==> config.mk <==
export PLATFORM = sky130hd
export DESIGN_NAME = clipped_cosine_similarity_unit_flat
export DESIGN_NICKNAME = d
export VERILOG_FILES = /design/src/ccs_pkg.sv /design/src/ccs_chan_if.sv /design/src/ccs_mul.sv /design/src/ccs_root.sv /design/src/clipped_cosine_similarity_unit.sv /design/src/flat_wrapper.sv
export VERILOG_INCLUDE_DIRS = /design/src /design/src/src
export SDC_FILE = /design/constraint.sdc
export NUM_CORES = 2
export LEC_CHECK = 0
export ABC_AREA = 1
export BUFFER_PORTS_ARGS = -buffer_cell sky130_fd_sc_hd__buf_2
export CORE_ASPECT_RATIO = 1.5
export CORE_UTILIZATION = 50
export DETAILED_ROUTE_END_ITERATION = 10
export MAX_ROUTING_LAYER = met4
export PLACE_DENSITY = 0.68
export SLEW_MARGIN = 20
export SYNTH_ARGS = -nofsm -noshare
export SYNTH_HDL_FRONTEND = slang
export SYNTH_SLANG_ARGS = --single-unit
==> constraint.sdc <==
create_clock -name clk -period 7.9 [get_ports clk]
set_input_delay 0 -clock clk [delete_from_list [all_inputs] [get_ports clk]]
set_output_delay 0 -clock clk [all_outputs]
set_load 0.03 [all_outputs]
==> src/clipped_cosine_similarity_unit_macros.svh <==
// Assertion macros shared by the clipped cosine similarity unit.
// Both expect a clock named clk and an active-low reset named arst_n in scope.
`ifndef CLIPPED_COSINE_SIMILARITY_UNIT_MACROS_SVH
`define CLIPPED_COSINE_SIMILARITY_UNIT_MACROS_SVH

// The consequent must hold in the same cycle as the antecedent.
`define CCS_ASSERT_IMPL(lbl, ante, cons, msg) \
	lbl: assert property (@(posedge clk) disable iff (!arst_n) (ante) |-> (cons)) \
		else $error(msg);

// The consequent must hold in the cycle after the antecedent.
`define CCS_ASSERT_NEXT(lbl, ante, cons, msg) \
	lbl: assert property (@(posedge clk) disable iff (!arst_n) (ante) |=> (cons)) \
		else $error(msg);

`endif

==> src/ccs_pkg.sv <==
`timescale 1ns / 1ps

package ccs_pkg;

	localparam int FIELD_W  = 16;
	localparam int SIM_W    = 17;
	localparam int ACC_W    = 48;
	localparam int HALF_W   = 24;
	localparam int PROD_W   = 48;
	localparam int WIDE_W   = 96;
	localparam int NUM_W    = 128;
	localparam int ROOT_W   = 130;
	localparam int STEP_W   = 5;
	localparam int WCNT_W   = 3;

	localparam logic [SIM_W-1:0]  ONE_Q16    = 17'h10000;
	localparam logic [ACC_W-1:0]  ACC_MAX    = {ACC_W{1'b1}};
	localparam logic [STEP_W-1:0] ROOT_STEPS = 5'd17;
	localparam logic [FIELD_W-1:0] CLIP_RESET = 16'hFFFF;

	typedef enum logic [3:0] {
		ST_IDLE,
		ST_SQ_AA,
		ST_SQ_BB,
		ST_SQ_AB,
		ST_ACC_AB,
		ST_WIDE,
		ST_DRAIN,
		ST_ROOT_GO,
		ST_ROOT_WAIT,
		ST_OUT
	} state_t;

	typedef enum logic [2:0] {
		DST_NONE,
		DST_AA,
		DST_BB,
		DST_AB,
		DST_DEN,
		DST_NUM
	} dest_t;

	typedef enum logic [1:0] {
		SH_0,
		SH_24,
		SH_48
	} shift_t;

	typedef struct packed {
		dest_t  dest;
		shift_t shift;
	} mul_tag_t;

	typedef struct packed {
		logic             done;
		logic [SIM_W-1:0] q;
	} root_stat_t;

endpackage

==> src/ccs_chan_if.sv <==
`timescale 1ns / 1ps

interface ccs_in_if;
	logic                         valid;
	logic                         ready;
	logic [ccs_pkg::FIELD_W-1:0]  count_a;
	logic [ccs_pkg::FIELD_W-1:0]  count_b;
	logic                         last_element;

	modport source (output valid, count_a, count_b, last_element, input ready);
	modport sink (input valid, count_a, count_b, last_element, output ready);
endinterface

interface ccs_out_if;
	logic                        valid;
	logic                        ready;
	logic [ccs_pkg::SIM_W-1:0]   similarity;
	logic                        zero_norm;
	logic                        saturated;

	modport source (output valid, similarity, zero_norm, saturated, input ready);
	modport sink (input valid, similarity, zero_norm, saturated, output ready);
endinterface

interface ccs_cfg_if;
	logic                         valid;
	logic                         ready;
	logic [ccs_pkg::FIELD_W-1:0]  clip_limit;

	modport source (output valid, clip_limit, input ready);
	modport sink (input valid, clip_limit, output ready);
endinterface

==> src/ccs_mul.sv <==
`timescale 1ns / 1ps

module ccs_mul (
	input  logic                           clk,
	input  logic                           arst_n,
	input  logic [ccs_pkg::HALF_W-1:0]     x,
	input  logic [ccs_pkg::HALF_W-1:0]     y,
	input  ccs_pkg::mul_tag_t              tag,
	output logic [ccs_pkg::PROD_W-1:0]     prod_q,
	output ccs_pkg::mul_tag_t              tag_q
);

	always_ff @(posedge clk) begin
		prod_q <= x * y;
	end

	always_ff @(posedge clk or negedge arst_n) begin
		if (!arst_n) begin
			tag_q <= '{dest: ccs_pkg::DST_NONE, shift: ccs_pkg::SH_0};
		end else begin
			tag_q <= tag;
		end
	end

endmodule

==> src/ccs_root.sv <==
`timescale 1ns / 1ps

module ccs_root (
	input  logic                          clk,
	input  logic                          arst_n,
	input  logic                          start,
	input  logic [ccs_pkg::WIDE_W-1:0]    den,
	input  logic [ccs_pkg::WIDE_W-1:0]    num,
	output ccs_pkg::root_stat_t           stat
);

	logic [ccs_pkg::ROOT_W-1:0] s_q;
	logic [ccs_pkg::ROOT_W-1:0] f_q;
	logic [ccs_pkg::ROOT_W-1:0] e_q;
	logic [ccs_pkg::NUM_W-1:0]  n_q;
	logic [ccs_pkg::SIM_W-1:0]  q_q;
	logic [ccs_pkg::STEP_W-1:0] step_q;
	logic                       busy_q;
	logic                       done_q;
	logic [ccs_pkg::ROOT_W-1:0] cand;
	logic                       take;

	// The result bit q is built from the top down. s_q holds q*q*den, f_q holds
	// 2*q*den shifted to the current bit and e_q holds den shifted to twice the
	// current bit, so each trial needs only an add and a compare.
	assign cand = s_q + f_q + e_q;
	assign take = cand <= {2'b00, n_q};

	always_ff @(posedge clk) begin
		if (start) begin
			s_q <= '0;
			f_q <= '0;
			e_q <= {2'b00, den, 32'h0};
			n_q <= {num, 32'h0};
			q_q <= '0;
		end else if (busy_q) begin
			if (take) begin
				s_q <= cand;
				f_q <= (f_q >> 1) + e_q;
			end else begin
				f_q <= f_q >> 1;
			end
			e_q <= e_q >> 2;
			q_q <= {q_q[ccs_pkg::SIM_W-2:0], take};
		end
	end

	always_ff @(posedge clk or negedge arst_n) begin
		if (!arst_n) begin
			busy_q <= 1'b0;
			done_q <= 1'b0;
			step_q <= '0;
		end else begin
			done_q <= 1'b0;
			if (start) begin
				busy_q <= 1'b1;
				step_q <= ccs_pkg::ROOT_STEPS;
			end else if (busy_q) begin
				step_q <= step_q - 1'b1;
				if (step_q == 5'd1) begin
					busy_q <= 1'b0;
					done_q <= 1'b1;
				end
			end
		end
	end

	assign stat.done = done_q;
	assign stat.q    = q_q[ccs_pkg::SIM_W-1] ? ccs_pkg::ONE_Q16 : q_q;

endmodule

==> src/clipped_cosine_similarity_unit.sv <==
`timescale 1ns / 1ps
// Clipped cosine similarity unit. Each transfer on samples carries one pair of
// counts; a count above clip_limit counts as zero. The three sums of products
// go through one shared 24x24 multiplier, so a pair that is not marked last
// holds samples not ready through ST_SQ_AA, ST_SQ_BB, ST_SQ_AB and ST_ACC_AB
// before the next pair can be taken. On the pair marked last, the two 96-bit
// products sum_aa*sum_bb and sum_ab^2 take eight more passes through the same
// multiplier, and a shift-and-add root search settles one result bit per cycle
// until every bit of the result is known; when a norm is zero both are skipped
// and the result is zero with zero_norm set. The result is held until it is taken;
// samples is not ready meanwhile, and the sums and the saturation flag clear with
// the result transfer. clip_limit may be written at any time the block is idle.

`include "clipped_cosine_similarity_unit_macros.svh"

module clipped_cosine_similarity_unit #(
	parameter int COUNT_BITS = 16
) (
	input  logic       clk,
	input  logic       arst_n,
	ccs_in_if.sink     samples,
	ccs_out_if.source  result,
	ccs_cfg_if.sink    cfg
);

	ccs_pkg::state_t state_q;
	ccs_pkg::state_t state_d;

	logic [ccs_pkg::FIELD_W-1:0] clip_q;
	logic [COUNT_BITS-1:0]       a_q;
	logic [COUNT_BITS-1:0]       b_q;
	logic                        last_q;
	logic [ccs_pkg::ACC_W-1:0]   aa_q;
	logic [ccs_pkg::ACC_W-1:0]   bb_q;
	logic [ccs_pkg::ACC_W-1:0]   ab_q;
	logic                        sat_q;
	logic [ccs_pkg::WIDE_W-1:0]  den_q;
	logic [ccs_pkg::WIDE_W-1:0]  num_q;
	logic [ccs_pkg::SIM_W-1:0]   sim_q;
	logic                        zero_q;
	logic [ccs_pkg::WCNT_W-1:0]  cnt_q;

	logic [COUNT_BITS-1:0]       lim;
	logic [COUNT_BITS-1:0]       a_m;
	logic [COUNT_BITS-1:0]       b_m;
	logic [ccs_pkg::HALF_W-1:0]  mul_x;
	logic [ccs_pkg::HALF_W-1:0]  mul_y;
	ccs_pkg::mul_tag_t           mul_tag;
	logic [ccs_pkg::PROD_W-1:0]  prod;
	ccs_pkg::mul_tag_t           prod_tag;
	logic                        root_start;
	ccs_pkg::root_stat_t         root_stat;
	logic                        in_xfer;
	logic                        out_xfer;
	logic                        zero_now;

	logic [ccs_pkg::ACC_W-1:0]   acc_sel;
	logic [ccs_pkg::ACC_W:0]     acc_sum;
	logic                        acc_ovf;
	logic [ccs_pkg::ACC_W-1:0]   acc_new;
	logic [ccs_pkg::WIDE_W-1:0]  placed;
	logic [ccs_pkg::WIDE_W-1:0]  wide_sum;

	assign in_xfer  = samples.valid && samples.ready;
	assign out_xfer = result.valid && result.ready;
	assign zero_now = (aa_q == '0) || (bb_q == '0);

	assign lim = clip_q[COUNT_BITS-1:0];
	assign a_m = (samples.count_a[COUNT_BITS-1:0] > lim) ? '0 : samples.count_a[COUNT_BITS-1:0];
	assign b_m = (samples.count_b[COUNT_BITS-1:0] > lim) ? '0 : samples.count_b[COUNT_BITS-1:0];

	always_ff @(posedge clk or negedge arst_n) begin
		if (!arst_n) begin
			clip_q <= ccs_pkg::CLIP_RESET;
		end else if (cfg.valid && cfg.ready) begin
			clip_q <= cfg.clip_limit;
		end
	end

	always_ff @(posedge clk or negedge arst_n) begin
		if (!arst_n) begin
			state_q <= ccs_pkg::ST_IDLE;
			cnt_q   <= '0;
		end else begin
			state_q <= state_d;
			if (state_q == ccs_pkg::ST_WIDE) begin
				cnt_q <= cnt_q + 1'b1;
			end else begin
				cnt_q <= '0;
			end
		end
	end

	always_comb begin
		state_d    = state_q;
		mul_x      = '0;
		mul_y      = '0;
		mul_tag    = '{dest: ccs_pkg::DST_NONE, shift: ccs_pkg::SH_0};
		root_start = 1'b0;
		unique case (state_q)
			ccs_pkg::ST_IDLE: begin
				if (samples.valid) begin
					state_d = ccs_pkg::ST_SQ_AA;
				end
			end
			ccs_pkg::ST_SQ_AA: begin
				mul_x   = ccs_pkg::HALF_W'(a_q);
				mul_y   = ccs_pkg::HALF_W'(a_q);
				mul_tag = '{dest: ccs_pkg::DST_AA, shift: ccs_pkg::SH_0};
				state_d = ccs_pkg::ST_SQ_BB;
			end
			ccs_pkg::ST_SQ_BB: begin
				mul_x   = ccs_pkg::HALF_W'(b_q);
				mul_y   = ccs_pkg::HALF_W'(b_q);
				mul_tag = '{dest: ccs_pkg::DST_BB, shift: ccs_pkg::SH_0};
				state_d = ccs_pkg::ST_SQ_AB;
			end
			ccs_pkg::ST_SQ_AB: begin
				mul_x   = ccs_pkg::HALF_W'(a_q);
				mul_y   = ccs_pkg::HALF_W'(b_q);
				mul_tag = '{dest: ccs_pkg::DST_AB, shift: ccs_pkg::SH_0};
				state_d = ccs_pkg::ST_ACC_AB;
			end
			ccs_pkg::ST_ACC_AB: begin
				if (!last_q) begin
					state_d = ccs_pkg::ST_IDLE;
				end else if (zero_now) begin
					state_d = ccs_pkg::ST_OUT;
				end else begin
					state_d = ccs_pkg::ST_WIDE;
				end
			end
			ccs_pkg::ST_WIDE: begin
				unique case (cnt_q)
					3'd0: begin
						mul_x   = aa_q[23:0];
						mul_y   = bb_q[23:0];
						mul_tag = '{dest: ccs_pkg::DST_DEN, shift: ccs_pkg::SH_0};
					end
					3'd1: begin
						mul_x   = aa_q[23:0];
						mul_y   = bb_q[47:24];
						mul_tag = '{dest: ccs_pkg::DST_DEN, shift: ccs_pkg::SH_24};
					end
					3'd2: begin
						mul_x   = aa_q[47:24];
						mul_y   = bb_q[23:0];
						mul_tag = '{dest: ccs_pkg::DST_DEN, shift: ccs_pkg::SH_24};
					end
					3'd3: begin
						mul_x   = aa_q[47:24];
						mul_y   = bb_q[47:24];
						mul_tag = '{dest: ccs_pkg::DST_DEN, shift: ccs_pkg::SH_48};
					end
					3'd4: begin
						mul_x   = ab_q[23:0];
						mul_y   = ab_q[23:0];
						mul_tag = '{dest: ccs_pkg::DST_NUM, shift: ccs_pkg::SH_0};
					end
					3'd5: begin
						mul_x   = ab_q[23:0];
						mul_y   = ab_q[47:24];
						mul_tag = '{dest: ccs_pkg::DST_NUM, shift: ccs_pkg::SH_24};
					end
					3'd6: begin
						mul_x   = ab_q[47:24];
						mul_y   = ab_q[23:0];
						mul_tag = '{dest: ccs_pkg::DST_NUM, shift: ccs_pkg::SH_24};
					end
					3'd7: begin
						mul_x   = ab_q[47:24];
						mul_y   = ab_q[47:24];
						mul_tag = '{dest: ccs_pkg::DST_NUM, shift: ccs_pkg::SH_48};
						state_d = ccs_pkg::ST_DRAIN;
					end
				endcase
			end
			ccs_pkg::ST_DRAIN: begin
				state_d = ccs_pkg::ST_ROOT_GO;
			end
			ccs_pkg::ST_ROOT_GO: begin
				root_start = 1'b1;
				state_d    = ccs_pkg::ST_ROOT_WAIT;
			end
			ccs_pkg::ST_ROOT_WAIT: begin
				if (root_stat.done) begin
					state_d = ccs_pkg::ST_OUT;
				end
			end
			ccs_pkg::ST_OUT: begin
				if (result.ready) begin
					state_d = ccs_pkg::ST_IDLE;
				end
			end
			default: begin
				state_d = ccs_pkg::ST_IDLE;
			end
		endcase
	end

	ccs_mul u_mul (
		.clk    (clk),
		.arst_n (arst_n),
		.x      (mul_x),
		.y      (mul_y),
		.tag    (mul_tag),
		.prod_q (prod),
		.tag_q  (prod_tag)
	);

	ccs_root u_root (
		.clk    (clk),
		.arst_n (arst_n),
		.start  (root_start),
		.den    (den_q),
		.num    (num_q),
		.stat   (root_stat)
	);

	always_comb begin
		case (prod_tag.dest)
			ccs_pkg::DST_BB: acc_sel = bb_q;
			ccs_pkg::DST_AB: acc_sel = ab_q;
			default:         acc_sel = aa_q;
		endcase
	end

	assign acc_sum = {1'b0, acc_sel} + {1'b0, prod};
	assign acc_ovf = acc_sum[ccs_pkg::ACC_W];
	assign acc_new = acc_ovf ? ccs_pkg::ACC_MAX : acc_sum[ccs_pkg::ACC_W-1:0];

	always_comb begin
		case (prod_tag.shift)
			ccs_pkg::SH_24: placed = {24'h0, prod, 24'h0};
			ccs_pkg::SH_48: placed = {prod, 48'h0};
			default:        placed = {48'h0, prod};
		endcase
	end

	assign wide_sum = ((prod_tag.dest == ccs_pkg::DST_NUM) ? num_q : den_q) + placed;

	always_ff @(posedge clk or negedge arst_n) begin
		if (!arst_n) begin
			aa_q  <= '0;
			bb_q  <= '0;
			ab_q  <= '0;
			sat_q <= 1'b0;
		end else if (out_xfer) begin
			aa_q  <= '0;
			bb_q  <= '0;
			ab_q  <= '0;
			sat_q <= 1'b0;
		end else begin
			unique case (prod_tag.dest)
				ccs_pkg::DST_AA: begin
					aa_q  <= acc_new;
					sat_q <= sat_q | acc_ovf;
				end
				ccs_pkg::DST_BB: begin
					bb_q  <= acc_new;
					sat_q <= sat_q | acc_ovf;
				end
				ccs_pkg::DST_AB: begin
					ab_q  <= acc_new;
					sat_q <= sat_q | acc_ovf;
				end
				default: begin
				end
			endcase
		end
	end

	always_ff @(posedge clk) begin
		if (in_xfer) begin
			a_q    <= a_m;
			b_q    <= b_m;
			last_q <= samples.last_element;
		end
		if (state_q == ccs_pkg::ST_ACC_AB) begin
			den_q <= '0;
			num_q <= '0;
		end else if (prod_tag.dest == ccs_pkg::DST_DEN) begin
			den_q <= wide_sum;
		end else if (prod_tag.dest == ccs_pkg::DST_NUM) begin
			num_q <= wide_sum;
		end
		if (state_q == ccs_pkg::ST_ACC_AB && last_q && zero_now) begin
			sim_q  <= '0;
			zero_q <= 1'b1;
		end else if (root_stat.done) begin
			sim_q  <= root_stat.q;
			zero_q <= 1'b0;
		end
	end

	assign samples.ready     = state_q == ccs_pkg::ST_IDLE;
	assign cfg.ready         = 1'b1;
	assign result.valid      = state_q == ccs_pkg::ST_OUT;
	assign result.similarity = sim_q;
	assign result.zero_norm  = zero_q;
	assign result.saturated  = sat_q;

	`CCS_ASSERT_IMPL(a_out_blocks_in, result.valid, !samples.ready, "input ready while a result is held")
	`CCS_ASSERT_IMPL(a_zero_sim, result.valid && result.zero_norm, result.similarity == '0, "zero norm with nonzero similarity")
	`CCS_ASSERT_IMPL(a_sim_range, result.valid, result.similarity <= ccs_pkg::ONE_Q16, "similarity above one")
	`CCS_ASSERT_NEXT(a_clear_after_out, out_xfer, aa_q == '0 && bb_q == '0 && ab_q == '0 && !sat_q, "sums not cleared after result transfer")
	`CCS_ASSERT_IMPL(a_root_done_state, root_stat.done, state_q == ccs_pkg::ST_ROOT_WAIT, "root finished outside its wait state")

endmodule

==> src/flat_wrapper.sv <==
// flat-port wrapper written by rule: the top's interface ports become plain ports
module clipped_cosine_similarity_unit_flat 
#(
	parameter int COUNT_BITS = 16
)
  (clk, arst_n, samples_valid, samples_count_a, samples_count_b, samples_last_element, samples_ready, result_valid, result_similarity, result_zero_norm, result_saturated, result_ready, cfg_valid, cfg_clip_limit, cfg_ready);
  ccs_in_if samples_i ();
  ccs_out_if result_i ();
  ccs_cfg_if cfg_i ();
  input  logic clk;
  input  logic arst_n;
  input wire logic [$bits(samples_i.valid)-1:0] samples_valid;
  input wire logic [$bits(samples_i.count_a)-1:0] samples_count_a;
  input wire logic [$bits(samples_i.count_b)-1:0] samples_count_b;
  input wire logic [$bits(samples_i.last_element)-1:0] samples_last_element;
  output wire logic [$bits(samples_i.ready)-1:0] samples_ready;
  output wire logic [$bits(result_i.valid)-1:0] result_valid;
  output wire logic [$bits(result_i.similarity)-1:0] result_similarity;
  output wire logic [$bits(result_i.zero_norm)-1:0] result_zero_norm;
  output wire logic [$bits(result_i.saturated)-1:0] result_saturated;
  input wire logic [$bits(result_i.ready)-1:0] result_ready;
  input wire logic [$bits(cfg_i.valid)-1:0] cfg_valid;
  input wire logic [$bits(cfg_i.clip_limit)-1:0] cfg_clip_limit;
  output wire logic [$bits(cfg_i.ready)-1:0] cfg_ready;
  assign samples_i.valid = samples_valid;
  assign samples_i.count_a = samples_count_a;
  assign samples_i.count_b = samples_count_b;
  assign samples_i.last_element = samples_last_element;
  assign samples_ready = samples_i.ready;
  assign result_valid = result_i.valid;
  assign result_similarity = result_i.similarity;
  assign result_zero_norm = result_i.zero_norm;
  assign result_saturated = result_i.saturated;
  assign result_i.ready = result_ready;
  assign cfg_i.valid = cfg_valid;
  assign cfg_i.clip_limit = cfg_clip_limit;
  assign cfg_ready = cfg_i.ready;
  clipped_cosine_similarity_unit #(.COUNT_BITS(COUNT_BITS)) u_core (.clk(clk), .arst_n(arst_n), .samples(samples_i), .result(result_i), .cfg(cfg_i));
endmodule
## Word level (Yosys, flattened, before mapping)

Cells that the tools add are included.

| storage, ports and cells | value |
|---|---|
| word-level logic and storage cells | 136 |
| register bits after elaboration | 972 |

| cells by class | value |
|---|---|
| add/sub/neg operators | 7 |
| equality and inequality tests | 28 |
| multiplexer cells | 39 |
| reductions and logical operators | 30 |
| $mul | 1 |
| bitwise operators | 2 |
| magnitude comparators | 3 |

Operators by type and width:

| cell | count |
|---|---|
| 48-bit two-way mux | 7 |
| 128-bit two-way mux | 2 |
| 24-bit case mux with 4 select lines | 2 |
| 96-bit case mux with 2 select lines | 1 |
| 24-bit case mux with 3 select lines | 2 |
| 129-bit by 128-bit adder with 130-bit output | 1 |
| 130-bit by 128-bit adder with 130-bit output | 1 |
| 130-bit adder | 1 |
| 130-bit by 128-bit <= comparator with 1-bit output | 1 |
| 130-bit two-way mux | 1 |
| 96-bit adder | 1 |
| 48-bit zero test | 2 |
| 96-bit two-way mux | 1 |
| 48-bit case mux with 2 select lines | 1 |
| 48-bit by 48-bit adder with 49-bit output | 1 |
| 24-bit by 24-bit multiplier with 48-bit output | 1 |
| 4-bit case mux with 10 select lines | 1 |
| 16-bit greater-than comparator | 2 |
| 5-bit case mux with 6 select lines | 1 |
| 4-bit two-way mux | 6 |
| 2-bit OR reduction | 12 |
| 5-bit case mux with 4 select lines | 1 |
| 3-bit equality test, second input constant | 6 |
| 17-bit two-way mux | 1 |
| other kinds (25) | 54 |

## Logic depth before layout (Yosys ltp)

| logic depth | value |
|---|---|
| depth after elaboration | 6 |
| gate-level depth with buffers | 45 |
| depth with buffers taken out | 44 |

## Hierarchy

A second synthesis with hierarchy kept.

| unflattened totals | value |
|---|---|
| cell total of the unflattened synthesis | 15,856 |
| area total of the unflattened synthesis | 102,643.4 µm² |

By module, submodules not included:

| module | cells an instance | area each (µm²) | sequential area each (µm²) | times used |
|---|---|---|---|---|
| ccs_root | 6,851 | 45,680.1 | 12,126.6 | 1 |
| clipped_cosine_similarity_unit | 6,069 | 35,340.1 | 9,419.0 | 1 |
| ccs_mul | 2,936 | 21,623.2 | 1,086.0 | 1 |

## Least setup slack after synthesis

Ideal clock, no wire load.

| timing path | value |
|---|---|
| kind | flip-flop to flip-flop |
| from | register u_core.cnt_q[0] in the netlist's numbering |
| to | register u_core.u_mul.prod_q[46] in the netlist's numbering |
| path buffers | 2 |
| data arrival time | 8,078 ps |
| clock period less this slack | 8,197 ps |
| stages on the path, launching flop included | 37 |
| slack | -297 ps |
| cells stage by stage | dfrtp_1 ha_1 ha_1 a21oi_1 inv_1 nor2_1 inv_1 nor2_2 buf_2 a211oi_1 nor3_2 clkbuf_1 nand2_1 fa_1 inv_1 fa_1 inv_1 fa_1 inv_1 fa_1 fa_1 fa_1 inv_1 fa_1 inv_1 ha_1 a21oi_1 inv_1 a31oi_1 a21boi_0 o21ai_0 a21oi_1 inv_1 a21oi_1 nand3b_1 nand3_1 xor2_1 |

| between the ends | value |
|---|---|
| word-level cells in the longest chain between the ends | 5 |
| elaborated cells on any way between the ends | 21 |
| classes of those cells | mul: 1; eq/ne: 7; mux: 4; reduce/logical: 9 |

Ends and longest elaborated chain:

| element | line | source |
|---|---|---|
| start: declaration | clipped_cosine_similarity_unit.sv:41 | `logic [ccs_pkg::WCNT_W-1:0] cnt_q;` |
| start signal: assignment | clipped_cosine_similarity_unit.sv:87 | `cnt_q <= cnt_q + 1'b1;` |
| 3-bit equality test (tied with other cells) | clipped_cosine_similarity_unit.sv:134 | `unique case (cnt_q)` |
| 2-bit OR reduction (no source line) | n/a |  |
| 24-bit case mux with 4 select lines | clipped_cosine_similarity_unit.sv:134 |  |
| 24-bit case mux with 3 select lines | clipped_cosine_similarity_unit.sv:100 | `unique case (state_q)` |
| 24-bit by 24-bit multiplier with 48-bit output (*) | ccs_mul.sv:14 | `prod_q <= x * y;` |
| end signal: assignment | ccs_mul.sv:14 |  |
| end: declaration | ccs_mul.sv:9 | `output logic [ccs_pkg::PROD_W-1:0] prod_q,` |

Every way passes the cells marked *; elsewhere a longest branch is shown, timed or not.
A chain may end at the register's enable or synchronous reset.

## Worst setup path in the final report

Ends and elaborated chain as after synthesis.

==> impl_metrics.toml <==
[critical_path]
critical_path_class = "reg -> reg"
end_kind = "flop"
startpoint_type = "flop"
arrival_ns = 8.98
critPathSlowestCell = "fa_2"
crit_fanout = 12
slowest_delay_ns = 0.62
cp_data_required_time_ns = 8.56

[cts]
clock_path_buffers = 3
numCtsBuffers = 102
clock-sinks = 972
tritoncts = "built"
clk-insertion-delay-late_ns = 0.83
cts.clk_slew.worst_paths_ns = 0.07
ctsRootBufferMaster = "clkbuf_16"
cts_max_level = 3

[timing]
timing.fmax_mhz = 120
max_slew_margin_pct = 6.75
worst_slack_ns = -0.426
fin_skew_ns = 0.118
rsz0062_at_grt = "true"
finalSetupViolCount = 29
finalHoldViolCount = 0
period_share_pct = 105
drv_slew = 0
worst_pin_slew_ns = 1.40
fin_crit_ns = 8.33

[place]
hpwl_um = 392000
port_buffers = 74
dp_cells = 17300
place.gp.congestion = 1.19
place_area_um2 = 106000

[floorplanning]
placementRows = 197
die_area_um2 = 196000
start_util_pct = 50.5
core_um2 = 193000
die_h_um = 542
die_w_um = 362
io-pin-count = 76

[global_route]
grt_overflow = 0
grtUsageTotal_pct = 51.2
grtUsageMet3_pct = 13.2
antenna_found_initial = 42
busiest_layer = "met2"
grt_pass1_vias = 105000
grt_max_degree = 157
globalRouteMet2Util_pct = 81.1
grtUsageMet1_pct = 46.2
grt_pass1_wl_um = 701000

[routing]
detail_route.iter0.violations = 10200
ant_nets = 0
vias = 104000
vias_per_cell = 5.89
firstDrtPassIters = 9
route.detailed.drc = 0
routed_wl_um = 494000
routedWlPerCell_um = 27.9

[layout]
design_area_um2 = 114000
drive_gt1_share_pct = 11.2
layout.cells.non_filler = 17700
fin_nets = 16400
syn2layout_area_growth_pct = 17.2

[logic_synthesis]
synth_seq_cells = 972
synth_most_common_cell = "nand2_1"
synth_area_leaders = "fa_1, nand2_1, dfxtp_1"
async_reset_ff_share_pct = 18.5
synthesis.area_um2 = 97300
synth_cells = 14200
yosys.area.top_type = "fa_1"
ys_seq_area_share_pct = 23.3
ys_types = 65
ys.flop_type = "dfxtp_1"
yosysWarnings = 0
syn_nets = 15600
synth_common_cells = "nand2_1, inv_1, nor2_1"
synth_edf_count = 225
synth_top_area_share_pct = 12.6
synth_area_per_cell_um2 = 6.84

[flow_run]
max_cap_violations = 0

[worst_hold_path]
hold_class = "in -> reg"

[run_status]
violations = "negative setup slack"
status = "finished, violations left"
## stage by stage
stage / setup TNS, ns / util (%) / hold slack (ns) / setup WS [ns]
3_3_place_gp: -13.49 / 54.9 / 0.0196 / -0.892
6_report: -5.66 / 59.2 / 0.0998 / -0.426
5_1_grt: -12.26 / 59.2 / 0.144 / -0.700
2_1_floorplan: 0 / - / -0.296 / 0.0138
3_5_place_dp: -16.98 / 54.9 / 0.0134 / -0.982
4_1_cts: -0.367 / 58.3 / 0.0706 / -0.162
## state kept, by name, indices dropped and copies added (netlist names), 3 cells and up
name and cells:
u_core.u_mul.prod_q 48, u_core.u_root.s_q 130, u_core.state_q 4, u_core.ab_q 48, u_core.cnt_q 3, u_core.clip_q 16, u_core.u_mul.tag_q 5, u_core.num_q 96
u_core.bb_q 48, u_core.b_q 16, u_core.den_q 96, u_core.u_root.n_q 96, u_core.u_root.f_q 130, u_core.aa_q 48, u_core.u_root.step_q 5, u_core.u_root.q_q 17
u_core.result.similarity 17, u_core.a_q 16, u_core.u_root.e_q 128
## cells by family after synthesis
family	after synthesis	synth area share (%)
compound gates	2820	16.2
xor+xnor	324	2.92
fa+ha+maj	1327	21.8
buf+inv	3172	12.4
flops	972	23.3
mux	2	0.0219
other cells	1	0.00386
simple gates	5612	23.3
## layout by cell type (no fill, tap or decap), types with 26 or more instances in the layout
| master | instances |
|---|---|
| nor2_2 | 37 |
| o21a_1 | 52 |
| clkbuf_16 | 104 |
| nand4_1 | 72 |
| a21boi_0 | 37 |
| buf_6 | 78 |
| ha_4 | 33 |
| fa_1 | 588 |
| nor2_4 | 32 |
| buf_12 | 62 |
| dfxtp_1 | 567 |
| o211ai_1 | 136 |
| inv_2 | 122 |
| buf_4 | 744 |
| a21oi_2 | 28 |
| a21o_1 | 52 |
| nand3_1 | 578 |
| xor2_1 | 185 |
| dlygate4sd3_1 | 97 |
| nand3b_1 | 58 |
| inv_1 | 2614 |
| edfxtp_1 | 225 |
| nor2_1 | 1377 |
| ha_1 | 676 |
| a31oi_1 | 32 |
| o21bai_1 | 138 |
| nand2_2 | 51 |
| fa_2 | 26 |
| nor3_1 | 91 |
| dfrtp_1 | 162 |
| o22ai_1 | 184 |
| o21ai_0 | 919 |
| o21ai_1 | 85 |
| nand2_1 | 3156 |
| diode_2 | 48 |
| xnor2_1 | 135 |
| nor4_1 | 52 |
| a21oi_1 | 997 |
| buf_2 | 73 |
| or2_2 | 27 |
## final timing paths
kind | start | endpoint | slack (ns) | cells past startpoint
setup / recovery | u_core.cnt_q[0]$_DFF_PN0_ | u_core.u_mul.prod_q[46]$_DFF_P_ | -0.43 | 35
hold / removal | samples_count_b[3] | u_core.b_q[3]$_SDFFCE_PN0P_ | 0.1 | 4
setup reg to reg | u_core.cnt_q[0]$_DFF_PN0_ | u_core.u_mul.prod_q[46]$_DFF_P_ | -0.43 | 35
hold reg to reg | u_core.num_q[6]$_SDFFE_PN0P_ | u_core.u_root.n_q[38]$_DFFE_PP_ | 0.41 | 0
max in group asynchronous | arst_n | u_core.u_root.busy_q$_DFF_PN0_ | 6.59 | 4
min in group asynchronous | arst_n | u_core.ab_q[4]$_DFFE_PN0P_ | 0.39 | 4
## critical path: cells and delay by family, from the launching register on
| family | cells | cell delay (ns) |
|---|---|---|
| AOI/OAI and AO/OA | 9 | 1.46 |
| xor gates and xnor gates | 1 | 0.15 |
| adders and majority gates | 10 | 4.26 |
| buffers and inverters | 11 | 1.21 |
| DFF | 1 | 0.47 |
| and+or+nand+nor | 4 | 0.64 |
## cell type report
class | count | area (µm²)
repair buffers | 1066 | 9270
clock inverters | 53 | 734
fillers | 18300 | 78700
multi-input cells | 10100 | 64800
diodes | 48 | 120
clock buffers | 138 | 2870
inverters | 2759 | 10400
well taps | 2587 | 3240
flip-flops and latches | 972 | 22600
repair inverters | 1 | 7.51
## repair_timing
action,4_1_cts,5_1_grt
hold buffers,98,0
hold endpoints to repair,266,0
pin swaps,175,192
setup buffers,75,50
cloned,6,1
gates resized for setup,330,333
endpoints found under the setup margin,31,32
## routing by layer
metal | wire length (µm) | up-vias
met2 | 226000 | 5656
li1 | - | 46900
met5 | 0 | -
met1 | 151000 | 49100
met4 | 76400 | 0
met3 | 41400 | 2722
Power is left out: the tool's default activity adds up to more than one toggle a clock period on the data nets, which glitch-free logic cannot reach.
